`src/bqe_pkg.sv`:
```
// bqe_pkg: shared types, constants, coefficient rom and sequencer microcode
// for the biquad cascade equalizer. No dependencies.
package bqe_pkg;

  localparam int STAGES_DEF         = 4;
  localparam int SAMPLE_WIDTH_DEF   = 16;
  localparam int COEF_FRAC_BITS_DEF = 30;

  localparam int VAL_W    = 24;  // section values, signed q1.23
  localparam int ACC_W    = 48;
  localparam int ACC_FRAC = 39;
  localparam int Y_SHIFT  = ACC_FRAC - (VAL_W - 1);
  localparam int UC_DEPTH = 9;
  localparam int PC_W     = $clog2(UC_DEPTH);

  // multiplier operand select
  localparam logic MUL_V  = 1'b0;
  localparam logic MUL_RD = 1'b1;

  // delay line write source
  localparam logic [1:0] WR_V  = 2'd0;
  localparam logic [1:0] WR_RD = 2'd1;
  localparam logic [1:0] WR_Y  = 2'd2;

  // sequencer jump kinds
  localparam logic [1:0] JMP_NEXT  = 2'd0;
  localparam logic [1:0] JMP_STAGE = 2'd1;
  localparam logic [1:0] JMP_DONE  = 2'd2;

  localparam logic [PC_W-1:0] PC_FIRST = PC_W'(0);
  localparam logic [PC_W-1:0] PC_DONE  = PC_W'(UC_DEPTH - 1);

  typedef struct packed {
    logic       coef_ld;
    logic [2:0] coef_j;
    logic       rd_en;
    logic [1:0] rd_off;
    logic       mul_en;
    logic       mul_src;
    logic       acc_clr;
    logic       acc_add;
    logic       wr_en;
    logic [1:0] wr_off;
    logic [1:0] wr_src;
    logic       v_ld_y;
    logic [1:0] jump;
  } ctrl_word_t;

  // per section: x1,x2,y1,y2 live at offsets 0..3 of the section's slot
  localparam ctrl_word_t UCODE [UC_DEPTH] = '{
    '{coef_ld: 1'b1, coef_j: 3'd0, default: '0},
    '{coef_ld: 1'b1, coef_j: 3'd1, rd_en: 1'b1, rd_off: 2'd0,
      mul_en: 1'b1, mul_src: MUL_V, acc_clr: 1'b1, default: '0},
    '{coef_ld: 1'b1, coef_j: 3'd2, rd_en: 1'b1, rd_off: 2'd1,
      mul_en: 1'b1, mul_src: MUL_RD, acc_add: 1'b1,
      wr_en: 1'b1, wr_off: 2'd1, wr_src: WR_RD, default: '0},
    '{coef_ld: 1'b1, coef_j: 3'd3, rd_en: 1'b1, rd_off: 2'd2,
      mul_en: 1'b1, mul_src: MUL_RD, acc_add: 1'b1,
      wr_en: 1'b1, wr_off: 2'd0, wr_src: WR_V, default: '0},
    '{coef_ld: 1'b1, coef_j: 3'd4, rd_en: 1'b1, rd_off: 2'd3,
      mul_en: 1'b1, mul_src: MUL_RD, acc_add: 1'b1,
      wr_en: 1'b1, wr_off: 2'd3, wr_src: WR_RD, default: '0},
    '{mul_en: 1'b1, mul_src: MUL_RD, acc_add: 1'b1, default: '0},
    '{acc_add: 1'b1, default: '0},
    '{wr_en: 1'b1, wr_off: 2'd2, wr_src: WR_Y, v_ld_y: 1'b1,
      jump: JMP_STAGE, default: '0},
    '{jump: JMP_DONE, default: '0}
  };

  localparam logic signed [31:0] Q30_MTWO = 32'sh8000_0000;

  // rows: band k uses rows 3k (9 dB), 3k+1 (6 dB), 3k+2 (3 dB); b0 b1 b2 a1 a2
  localparam logic signed [31:0] EQ_ROM [12][5] = '{
    '{32'sd1078616271, Q30_MTWO, 32'sd1069357887, 32'sd2121224536, -32'sd1047967224},
    '{32'sd1082005119, Q30_MTWO, 32'sd1065969038, 32'sd2115481079, -32'sd1042222454},
    '{32'sd1097085001, Q30_MTWO, 32'sd1050889157, 32'sd2080058836, -32'sd1006792121},
    '{32'sd1090632098, Q30_MTWO, 32'sd1062312166, 32'sd2065463650, -32'sd996973882},
    '{32'sd1100998052, Q30_MTWO, 32'sd1051946213, 32'sd2048895574, -32'sd980363678},
    '{32'sd1147125026, Q30_MTWO, 32'sd1005819239, 32'sd1950491685, -32'sd881709567},
    '{32'sd1142215952, Q30_MTWO, 32'sd1055260289, 32'sd1888061613, -32'sd858273136},
    '{32'sd1174044359, Q30_MTWO, 32'sd1023431881, 32'sd1846160462, -32'sd815396542},
    '{32'sd1315676113, Q30_MTWO, 32'sd881800127, 32'sd1620035741, -32'sd584007725},
    '{32'sd1412476299, Q30_MTWO, 32'sd1138121459, 32'sd1387459473, -32'sd574164098},
    '{32'sd1512898484, Q30_MTWO, 32'sd1037699273, 32'sd1318097272, -32'sd491781596},
    '{32'sd1959762504, Q30_MTWO, 32'sd590835254, 32'sd1002794294, -32'sd117291635}
  };

endpackage

```
`src/bqe_datapath.sv`:
```
// bqe_datapath: delay line memory, coefficient select, shared mac and
// section output saturation, driven by one control word per cycle.
// Depends on bqe_pkg.
module bqe_datapath #(
  parameter int STAGES         = bqe_pkg::STAGES_DEF,
  parameter int COEF_FRAC_BITS = bqe_pkg::COEF_FRAC_BITS_DEF
) (
  input  logic                                    clk,
  input  logic                                    rst_n,
  input  bqe_pkg::ctrl_word_t                     ctrl,
  input  logic [$clog2(STAGES > 1 ? STAGES : 2)-1:0] stage,
  input  logic [7:0]                              band_levels,
  input  logic                                    ld_in,
  input  logic signed [bqe_pkg::VAL_W-1:0]        in_val,
  input  logic                                    clr,
  output logic signed [bqe_pkg::VAL_W-1:0]        v_out
);
  import bqe_pkg::*;

  localparam int NE      = 4 * STAGES;
  localparam int AW      = $clog2(NE);
  localparam int CW      = COEF_FRAC_BITS + 2;
  localparam int CSH     = 30 - COEF_FRAC_BITS;
  localparam int RND_ADD = (CSH > 0) ? (1 << (CSH - 1)) : 0;
  localparam int PW      = CW + VAL_W;
  localparam int SHR     = (COEF_FRAC_BITS >= 16) ? COEF_FRAC_BITS - 16 : 0;
  localparam int SHL     = (COEF_FRAC_BITS < 16) ? 16 - COEF_FRAC_BITS : 0;

  logic signed [VAL_W-1:0] delay_mem [NE];
  logic [NE-1:0]           valid_r;
  logic signed [VAL_W-1:0] rd_r;
  logic signed [CW-1:0]    coef_r, coef_nxt;
  logic signed [PW-1:0]    prod_r;
  logic signed [ACC_W-1:0] acc_r, acc_nxt;
  logic signed [VAL_W-1:0] v_r;

  logic [AW-1:0]           rd_addr, wr_addr;
  logic [1:0]              lvl;
  logic [3:0]              row;
  logic signed [31:0]      rom_val;
  logic signed [32:0]      rnd;
  logic signed [VAL_W-1:0] opnd, y_val, wr_data;
  logic signed [63:0]      p_ext;
  logic signed [ACC_W-1:0] scaled, y_t, y_q;

  assign rd_addr = AW'({stage, ctrl.rd_off});
  assign wr_addr = AW'({stage, ctrl.wr_off});

  // bands beyond the fourth are always bypass
  always_comb begin
    if (32'(stage) < 4) begin
      lvl = 2'(band_levels >> {stage, 1'b0});
    end else begin
      lvl = 2'd0;
    end
    row     = 4'({stage, 1'b0}) + 4'(stage) + 4'(2'd3 - lvl);
    rom_val = EQ_ROM[row][ctrl.coef_j];
    rnd     = 33'(rom_val) + 33'(RND_ADD);
    if (lvl == 2'd0) begin
      coef_nxt = (ctrl.coef_j == 3'd0) ? CW'(64'sd1 <<< COEF_FRAC_BITS) : '0;
    end else begin
      coef_nxt = CW'(rnd >>> CSH);
    end
  end

  assign opnd   = (ctrl.mul_src == MUL_RD) ? rd_r : v_r;
  assign p_ext  = 64'(prod_r);
  assign scaled = ACC_W'((p_ext >>> SHR) <<< SHL);

  always_comb begin
    if (ctrl.acc_clr) begin
      acc_nxt = '0;
    end else if (ctrl.acc_add) begin
      acc_nxt = acc_r + scaled;
    end else begin
      acc_nxt = acc_r;
    end
  end

  // round half up and saturate to q1.23
  always_comb begin
    y_t = acc_r + ACC_W'(64'sd1 <<< (Y_SHIFT - 1));
    y_q = y_t >>> Y_SHIFT;
    if (y_q > ACC_W'((64'sd1 <<< (VAL_W - 1)) - 1)) begin
      y_val = VAL_W'((64'sd1 <<< (VAL_W - 1)) - 1);
    end else if (y_q < ACC_W'(-(64'sd1 <<< (VAL_W - 1)))) begin
      y_val = VAL_W'(-(64'sd1 <<< (VAL_W - 1)));
    end else begin
      y_val = VAL_W'(y_q);
    end
  end

  always_comb begin
    case (ctrl.wr_src)
      WR_V:    wr_data = v_r;
      WR_RD:   wr_data = rd_r;
      WR_Y:    wr_data = y_val;
      default: wr_data = v_r;
    endcase
  end

  // an entry not written since reset or the last cfg_we write reads as zero
  always_ff @(posedge clk) begin
    if (ctrl.wr_en) begin
      delay_mem[wr_addr] <= wr_data;
    end
    if (ctrl.rd_en) begin
      rd_r <= valid_r[rd_addr] ? delay_mem[rd_addr] : '0;
    end
  end

  always_ff @(posedge clk) begin
    if (!rst_n || clr) begin
      valid_r <= '0;
    end else if (ctrl.wr_en) begin
      valid_r[wr_addr] <= 1'b1;
    end
  end

  always_ff @(posedge clk) begin
    if (ctrl.coef_ld) begin
      coef_r <= coef_nxt;
    end
    if (ctrl.mul_en) begin
      prod_r <= PW'(coef_r * opnd);
    end
    acc_r <= acc_nxt;
    if (ld_in) begin
      v_r <= in_val;
    end else if (ctrl.v_ld_y) begin
      v_r <= y_val;
    end
  end

  assign v_out = v_r;

endmodule

```
`src/biquad_cascade_equalizer.sv`:
```
// biquad_cascade_equalizer: top level, microcode sequencer, stream ports,
// level register and output rounding. Depends on bqe_pkg, bqe_datapath.
//
// Usage: samples enter on the in_ stream (in_tdata sample, in_tlast block
// end) and leave on the out_ stream, one result beat per input beat, in
// order, with tlast copied. Each sample runs through STAGES direct-form-I
// biquad sections on one shared multiply-accumulate unit; a nine-word
// microcode program steps through one section and is rerun per section by
// a conditional jump. An input beat is taken when the block is not busy;
// the block stays busy until the last section's result is loaded into the
// output register, so it takes a new sample only after the last one is
// done. The result sits in an output register, so a new input is accepted
// while it waits; if the receiver still holds off when the next result is
// ready, the sequencer waits on its final step. cfg_we writes band_levels
// and clears the delay line at once. Reset (rst_n low, synchronous) clears
// band_levels, the delay line, the busy flag and the output valid flag.
module biquad_cascade_equalizer #(
  parameter int STAGES         = bqe_pkg::STAGES_DEF,
  parameter int SAMPLE_WIDTH   = bqe_pkg::SAMPLE_WIDTH_DEF,
  parameter int COEF_FRAC_BITS = bqe_pkg::COEF_FRAC_BITS_DEF
) (
  input  logic                              clk,
  input  logic                              rst_n,
  input  logic                              in_tvalid,
  output logic                              in_tready,
  input  logic [((SAMPLE_WIDTH+7)/8)*8-1:0] in_tdata,   // sample_in
  input  logic                              in_tlast,   // block_end
  output logic                              out_tvalid,
  input  logic                              out_tready,
  output logic [((SAMPLE_WIDTH+7)/8)*8-1:0] out_tdata,  // sample_out
  output logic                              out_tlast,  // block_end_out
  input  logic                              cfg_we,
  input  logic [7:0]                        cfg_wdata   // band_levels
);
  import bqe_pkg::*;

  localparam int TW   = ((SAMPLE_WIDTH + 7) / 8) * 8;
  localparam int STW  = $clog2(STAGES > 1 ? STAGES : 2);
  localparam int SH   = VAL_W - SAMPLE_WIDTH;
  localparam int ORND = (SH > 0) ? (1 << (SH - 1)) : 0;
  localparam int OW   = VAL_W + 1;
  localparam int SMAX = (1 << (SAMPLE_WIDTH - 1)) - 1;

  logic [7:0]              band_levels_r;
  logic                    busy_r;
  logic [PC_W-1:0]         pc_r, pc_nxt;
  logic [STW-1:0]          stage_r, stage_nxt;
  logic                    last_r;
  logic                    out_valid_r;
  logic [SAMPLE_WIDTH-1:0] out_sample_r;
  logic                    out_last_r;

  ctrl_word_t              cw;
  logic                    in_acc, done, busy_nxt;
  logic signed [VAL_W-1:0] in_val, dp_v;
  logic signed [OW-1:0]    o_t, o_q;
  logic [SAMPLE_WIDTH-1:0] o_sat;

  assign in_tready = !busy_r;
  assign in_acc    = in_tvalid && !busy_r;
  assign cw        = busy_r ? UCODE[pc_r] : '0;
  assign in_val    = VAL_W'($signed(in_tdata[SAMPLE_WIDTH-1:0])) <<< SH;

  // the final step holds until the output register is free
  assign done = busy_r && (cw.jump == JMP_DONE) && (!out_valid_r || out_tready);

  always_comb begin
    pc_nxt    = pc_r;
    stage_nxt = stage_r;
    busy_nxt  = busy_r;
    if (in_acc) begin
      pc_nxt    = PC_FIRST;
      stage_nxt = '0;
      busy_nxt  = 1'b1;
    end else if (busy_r) begin
      case (cw.jump)
        JMP_NEXT: pc_nxt = pc_r + PC_W'(1);
        JMP_STAGE: begin
          if (32'(stage_r) == STAGES - 1) begin
            pc_nxt = PC_DONE;
          end else begin
            pc_nxt    = PC_FIRST;
            stage_nxt = stage_r + STW'(1);
          end
        end
        JMP_DONE: begin
          if (done) begin
            busy_nxt = 1'b0;
          end
        end
        default: pc_nxt = PC_FIRST;
      endcase
    end
  end

  always_ff @(posedge clk) begin
    if (!rst_n) begin
      busy_r        <= 1'b0;
      pc_r          <= PC_FIRST;
      stage_r       <= '0;
      band_levels_r <= '0;
      out_valid_r   <= 1'b0;
    end else begin
      busy_r  <= busy_nxt;
      pc_r    <= pc_nxt;
      stage_r <= stage_nxt;
      if (cfg_we) begin
        band_levels_r <= cfg_wdata;
      end
      if (done) begin
        out_valid_r <= 1'b1;
      end else if (out_tready) begin
        out_valid_r <= 1'b0;
      end
    end
  end

  // round half up and saturate the last section's value to a sample
  always_comb begin
    o_t = OW'(dp_v) + OW'(ORND);
    o_q = o_t >>> SH;
    if (o_q > OW'(SMAX)) begin
      o_sat = SAMPLE_WIDTH'(SMAX);
    end else if (o_q < OW'(-SMAX - 1)) begin
      o_sat = SAMPLE_WIDTH'(-SMAX - 1);
    end else begin
      o_sat = SAMPLE_WIDTH'(o_q);
    end
  end

  always_ff @(posedge clk) begin
    if (in_acc) begin
      last_r <= in_tlast;
    end
    if (done) begin
      out_sample_r <= o_sat;
      out_last_r   <= last_r;
    end
  end

  bqe_datapath #(
    .STAGES         (STAGES),
    .COEF_FRAC_BITS (COEF_FRAC_BITS)
  ) u_dp (
    .clk         (clk),
    .rst_n       (rst_n),
    .ctrl        (cw),
    .stage       (stage_r),
    .band_levels (band_levels_r),
    .ld_in       (in_acc),
    .in_val      (in_val),
    .clr         (cfg_we),
    .v_out       (dp_v)
  );

  assign out_tvalid = out_valid_r;
  assign out_tdata  = TW'(out_sample_r);
  assign out_tlast  = out_last_r;

endmodule
```
`config.mk`:
```
export PLATFORM = sky130hd
export DESIGN_NAME = biquad_cascade_equalizer
export DESIGN_NICKNAME = d
export VERILOG_FILES = /design/src/bqe_pkg.sv /design/src/bqe_datapath.sv /design/src/biquad_cascade_equalizer.sv
export SDC_FILE = /design/constraint.sdc
export NUM_CORES = 2
export LEC_CHECK = 0
export BUFFER_PORTS_ARGS = -buffer_cell sky130_fd_sc_hd__buf_4
export CAP_MARGIN = 20
export CELL_PAD_IN_SITES_DETAIL_PLACEMENT = 2
export CELL_PAD_IN_SITES_GLOBAL_PLACEMENT = 2
export CORE_ASPECT_RATIO = 1.1
export CORE_UTILIZATION = 40
export DETAILED_ROUTE_END_ITERATION = 6
export PLACE_DENSITY_LB_ADDON = 0.1
export SYNTH_ARGS = -nofsm -noshare
export SYNTH_HDL_FRONTEND = slang
export SYNTH_SLANG_ARGS = --single-unit
export TNS_END_PERCENT = 100
```
`constraint.sdc`:
```
create_clock -name clk -period 11.1 [get_ports clk]
set_input_delay 1.665 -clock clk [delete_from_list [all_inputs] [get_ports clk]]
set_output_delay 1.665 -clock clk [all_outputs]
set_load 0.02 [all_outputs]
```
==> parameters.txt <==
Parameter                              Value

STA
  Setup repair after global routing missed its margin ... false
  Slew at the pin with the worst max-slew slack ... 1.16 ns
  Final TNS setup ... 0 ns
  Fin crit period ... between 9 and 10 ns
  Slew headroom ... 22.4%
  Highest clock rate ... 101 MHz
  Clock skew ... 0.0583 ns
  Slew Viols, Final ... 0
  Setup violators final ... 0
  Final Hold Violating Endpoints ... 0
  Final Cycle Share ... 88.8%

Floorplanning
  Core region area ... approximately 140000 um2
  Width of the die ... 359 um
  Die Footprint ... between 100000 and 150000 um2
  Cell Rows ... about 140
  Starting utilization of the core area ... between 40% and 50%
  Chip height ... 395 um
  I/O pin cnt ... 49

Hold path
  Type of the worst min-delay path ... flop to flop
  Hold path startpoint ... last_r$_DFFE_PP_

Critical path
  Most used cell, CP ... fa_1
  Slowest stage cell, crit path ... mux2i_4
  Launch instance of the worst register-to-register path ... pc_r[1]$_SDFFE_PP0P_
  Startpoint type of the worst setup path ... flop
  Worst setup path startpoint ... pc_r[1]$_SDFFE_PP0P_
  Family of cells with the greatest summed delay on the critical path ... adder cells
  Critical path class ... flop to flop
  Largest stage delay on the critical path ... 0.93 ns
  Maximum fanout count along the critical path ... 27
  Data required, critical path ... 11.52 ns
  Nature of the critical path endpoint ... flop
  CP Buf/Inv Count ... 3
  Data arrival, critical path ... 10.27 ns

Clock network
  Clock Sinks ... 604
  Number of hold buffers added after cts ... 0
  Number of levels the H-tree was split into ... 3
  TritonCTS clock tree ... done
  CTS max path bufs ... 3
  Setup Buffers After CTS ... 0
  Clock latency reported for the late side of the worst-skew pair ... ~0.7 ns
  PostCTS Resize Cnt ... 0
  Cell at the root of the clock tree ... clkbuf_16
  Inserted Clock Buffers ... 72
  Clock transition at the register clock pins on the worst setup and hold paths after CTS ... 0.06 ns

Synth
  Count leader, synth ... nand2_1
  Fraction of the mapped netlist area in compound gates ... 8.86%
  Number of distinct library cell variants in the gate-level netlist after synthesis ... 85
  Average cell area after synthesis ... 9.84 um2
  Number of storage elements in the synthesis netlist ... around 600
  Number of enable-type register cells in the synthesized netlist ... 516
  Proportion of netlist area held by the largest area contributor ... 28.0%
  Simple-gate portion of the synthesized area ... between 15 and 20%
  Mux cell area share after synthesis ... 0.737%
  Count of yosys warnings during synthesis ... 0
  Dominant cells by area after synthesis ... fa_1, edfxtp_1, nand2_1, inv_1, ha_1
  Main combinational cell family by area after synthesis ... adder cells
  Adder-cell share of the synthesized area ... roughly 33%
  Xor and xnor fraction of the mapped netlist area ... 2.09%
  Gate count of the mapped netlist ... 5699
  Ys flop type ... edfxtp_1
  Share of synthesized registers carrying an async set or reset ... 0%
  Cell accounting for the most synthesized area ... fa_1
  Post-synthesis sequential area ratio ... 30.8%
  Area of the mapped netlist ... about 56000 um2
  Net Count, Synth ... 6730
  Leading post-synthesis cells by instance count ... nand2_1, inv_1, fa_1, edfxtp_1, and2_1

Placed design
  # port buffers ... 48
  DP HPWL ... 143000 um
  Final Wtd Congestion ... 0.836

Route
  Routed Antenna Nets ... 0
  Initial DRC count ... around 2500
  Detailed Routing Iterations Pass 1 ... 5
  Drc violations ... 0
  Vias ... 41700
  Total length of routed wires ... between 150000 and 200000 um
  WL/cell ... around 27 um
  Via/cell ratio ... ~5.6

Pwr
  Portion of total power attributed to combinational logic ... between 60% and 70%
  Portion of total power attributed to sequential cells ... 19.1%
  Switching part of the total power ... 46.7%
  Final Total Pwr ... 16.6 mW
  Power per cell area ... between 200 and 300 nW/um2
  Clock group share of total power ... 14.6%
  Reported leakage power ... 25.8 nW
  Worst VDD drop ... ~0.32 mV
  Switching power summed over all nets ... about 7.8 mW
  Internal power contribution ... 8.86 mW

Status
  Result of the run ... completed

Final layout
  Total of fill cells in the finished design ... 14700
  Share of post-route cells with drive strength above 1 ... 6.41%
  Area grow syn2layout ... 8.55%
  Final #Nets ... 6633

GRT
  Maximum number of pins on one net before global-route repair ... between 150 and 200
  Initial antenna violation count ... 8
  GR Util All Layers ... 28.5%
  Global-route wire length before repair ... 304000 um
  Total grt overflow ... 0
  Via count of the first global-routing pass ... 47900

Job
  Number of violations of the max-capacitance limit ... 0
==> flip-flops by register name (all words and copies together) (netlist names), 2 cells and up <==
signal,cells
u_dp.delay_mem,384
u_dp.acc_r,48
u_dp.prod_r,42
u_dp.coef_r,32
u_dp.rd_r,24
u_dp.v_out,24
out_tdata,16
u_dp.valid_r,16
band_levels_r,8
pc_r,4
stage_r,2
==> metal layers <==
layer	vias up	global-route usage, %	share of wire (%)
li1	18200	-	-
met1	22500	37.3	43
met2	802	50.7	51
met3	231	2.57	4.2
met4	0	6.75	2.2
met5	-	0	0
==> metrics by stage <==
stage                     area (um2)  instances  hold WS, ns  setup WS (ns)  utilization [%]
after CTS                      60700       7460        0.424           1.18             43.8
after detailed placement       58300       7327        0.405           1.19             42.1
after floorplan                56100       5699        0.400           2.23                -
after global routing           60800       7473        0.446          0.778             43.9
after global placement         58200       7320        0.405           1.44             42.0
final                          60900       7475        0.422           1.24             43.9
==> kinds of logic (layout without fill, tap and decap cells) <==
kind of cell | Yosys count | count (layout)
xor gates and xnor gates | 134 | 134
buffers and inverters | 1154 | 1116
and+or+nand+nor | 2024 | 2024
DFF | 604 | 604
AOI/OAI and AO/OA | 746 | 746
other | 0 | 2
muxes | 36 | 36
adders and majority gates | 1001 | 1001
==> worst paths after layout <==
| kind | end | slack, ns | depth (start not counted) |
|---|---|---|---|
| hold / removal | out_tlast$_DFFE_PP_ | 0.42 | 0 |
| setup reg to reg | u_dp.prod_r[55]$_DFFE_PP_ | 1.24 | 25 |
| hold reg to reg | out_tlast$_DFFE_PP_ | 0.42 | 0 |
| setup / recovery | u_dp.prod_r[55]$_DFFE_PP_ | 1.24 | 25 |
==> layout by cell type (no fill, tap or decap), drive strengths merged, types with 88 or more instances in the layout <==
| cell | netlist | routed |
|---|---|---|
| nor2 | 199 | 199 |
| o21ai | 149 | 149 |
| ha | 216 | 216 |
| a21oi | 204 | 204 |
| nand2 | 1017 | 1017 |
| edfxtp | 516 | 516 |
| dfxtp | 88 | 88 |
| buf | 43 | 158 |
| fa | 785 | 785 |
| nand3 | 160 | 160 |
| and2 | 384 | 384 |
| clkbuf | 287 | 92 |
| inv | 820 | 822 |
==> power groups by stage <==
| stage | logic (mW) | registers (mW) | clock network (mW) |
|---|---|---|---|
| detailed placement | 11.1 | 3.21 | 0 |
| CTS | 11.1 | 3.17 | 2.46 |
| global route | 12.4 | 3.18 | 2.55 |
| finish | 11.0 | 3.17 | 2.42 |
| floorplan | 7.81 | 3.15 | 0 |
| global placement | 10.6 | 3.21 | 0 |
==> worst register-to-register path, stage by stage (launching register included) <==
cell,delay [ns]
dfxtp_1,0.57
ha_1,0.34
nor3b_4,0.25
buf_4,0.45
mux2i_4,0.94
nor2_1,0.16
fa_1,0.63
inv_1,0.15
fa_1,0.87
inv_1,0.15
fa_1,0.77
fa_1,0.52
fa_1,0.58
fa_1,0.44
fa_1,0.45
ha_1,0.40
a21o_1,0.22
a21o_1,0.17
a21o_1,0.18
a21o_1,0.17
a21oi_1,0.22
o21bai_1,0.15
a2111oi_2,0.44
o31ai_2,0.15
a21oi_2,0.16
xnor2_1,0.09
==> layout make-up <==
type / count / area (um2) / share of cell area (%)
clock inverters: 42 / 489 / 0.804
inverters: 824 / 3090 / 5.08
multi-input cells: 3941 / 34600 / 56.8
well taps: 1812 / 2270 / 3.73
flip-flops and latches: 604 / 17300 / 28.4
diodes: 2 / 5.00 / 0.00822
clock buffers: 91 / 1890 / 3.11
repair buffers: 159 / 1290 / 2.12
No activity file was read; power rests on OpenSTA's default activity.
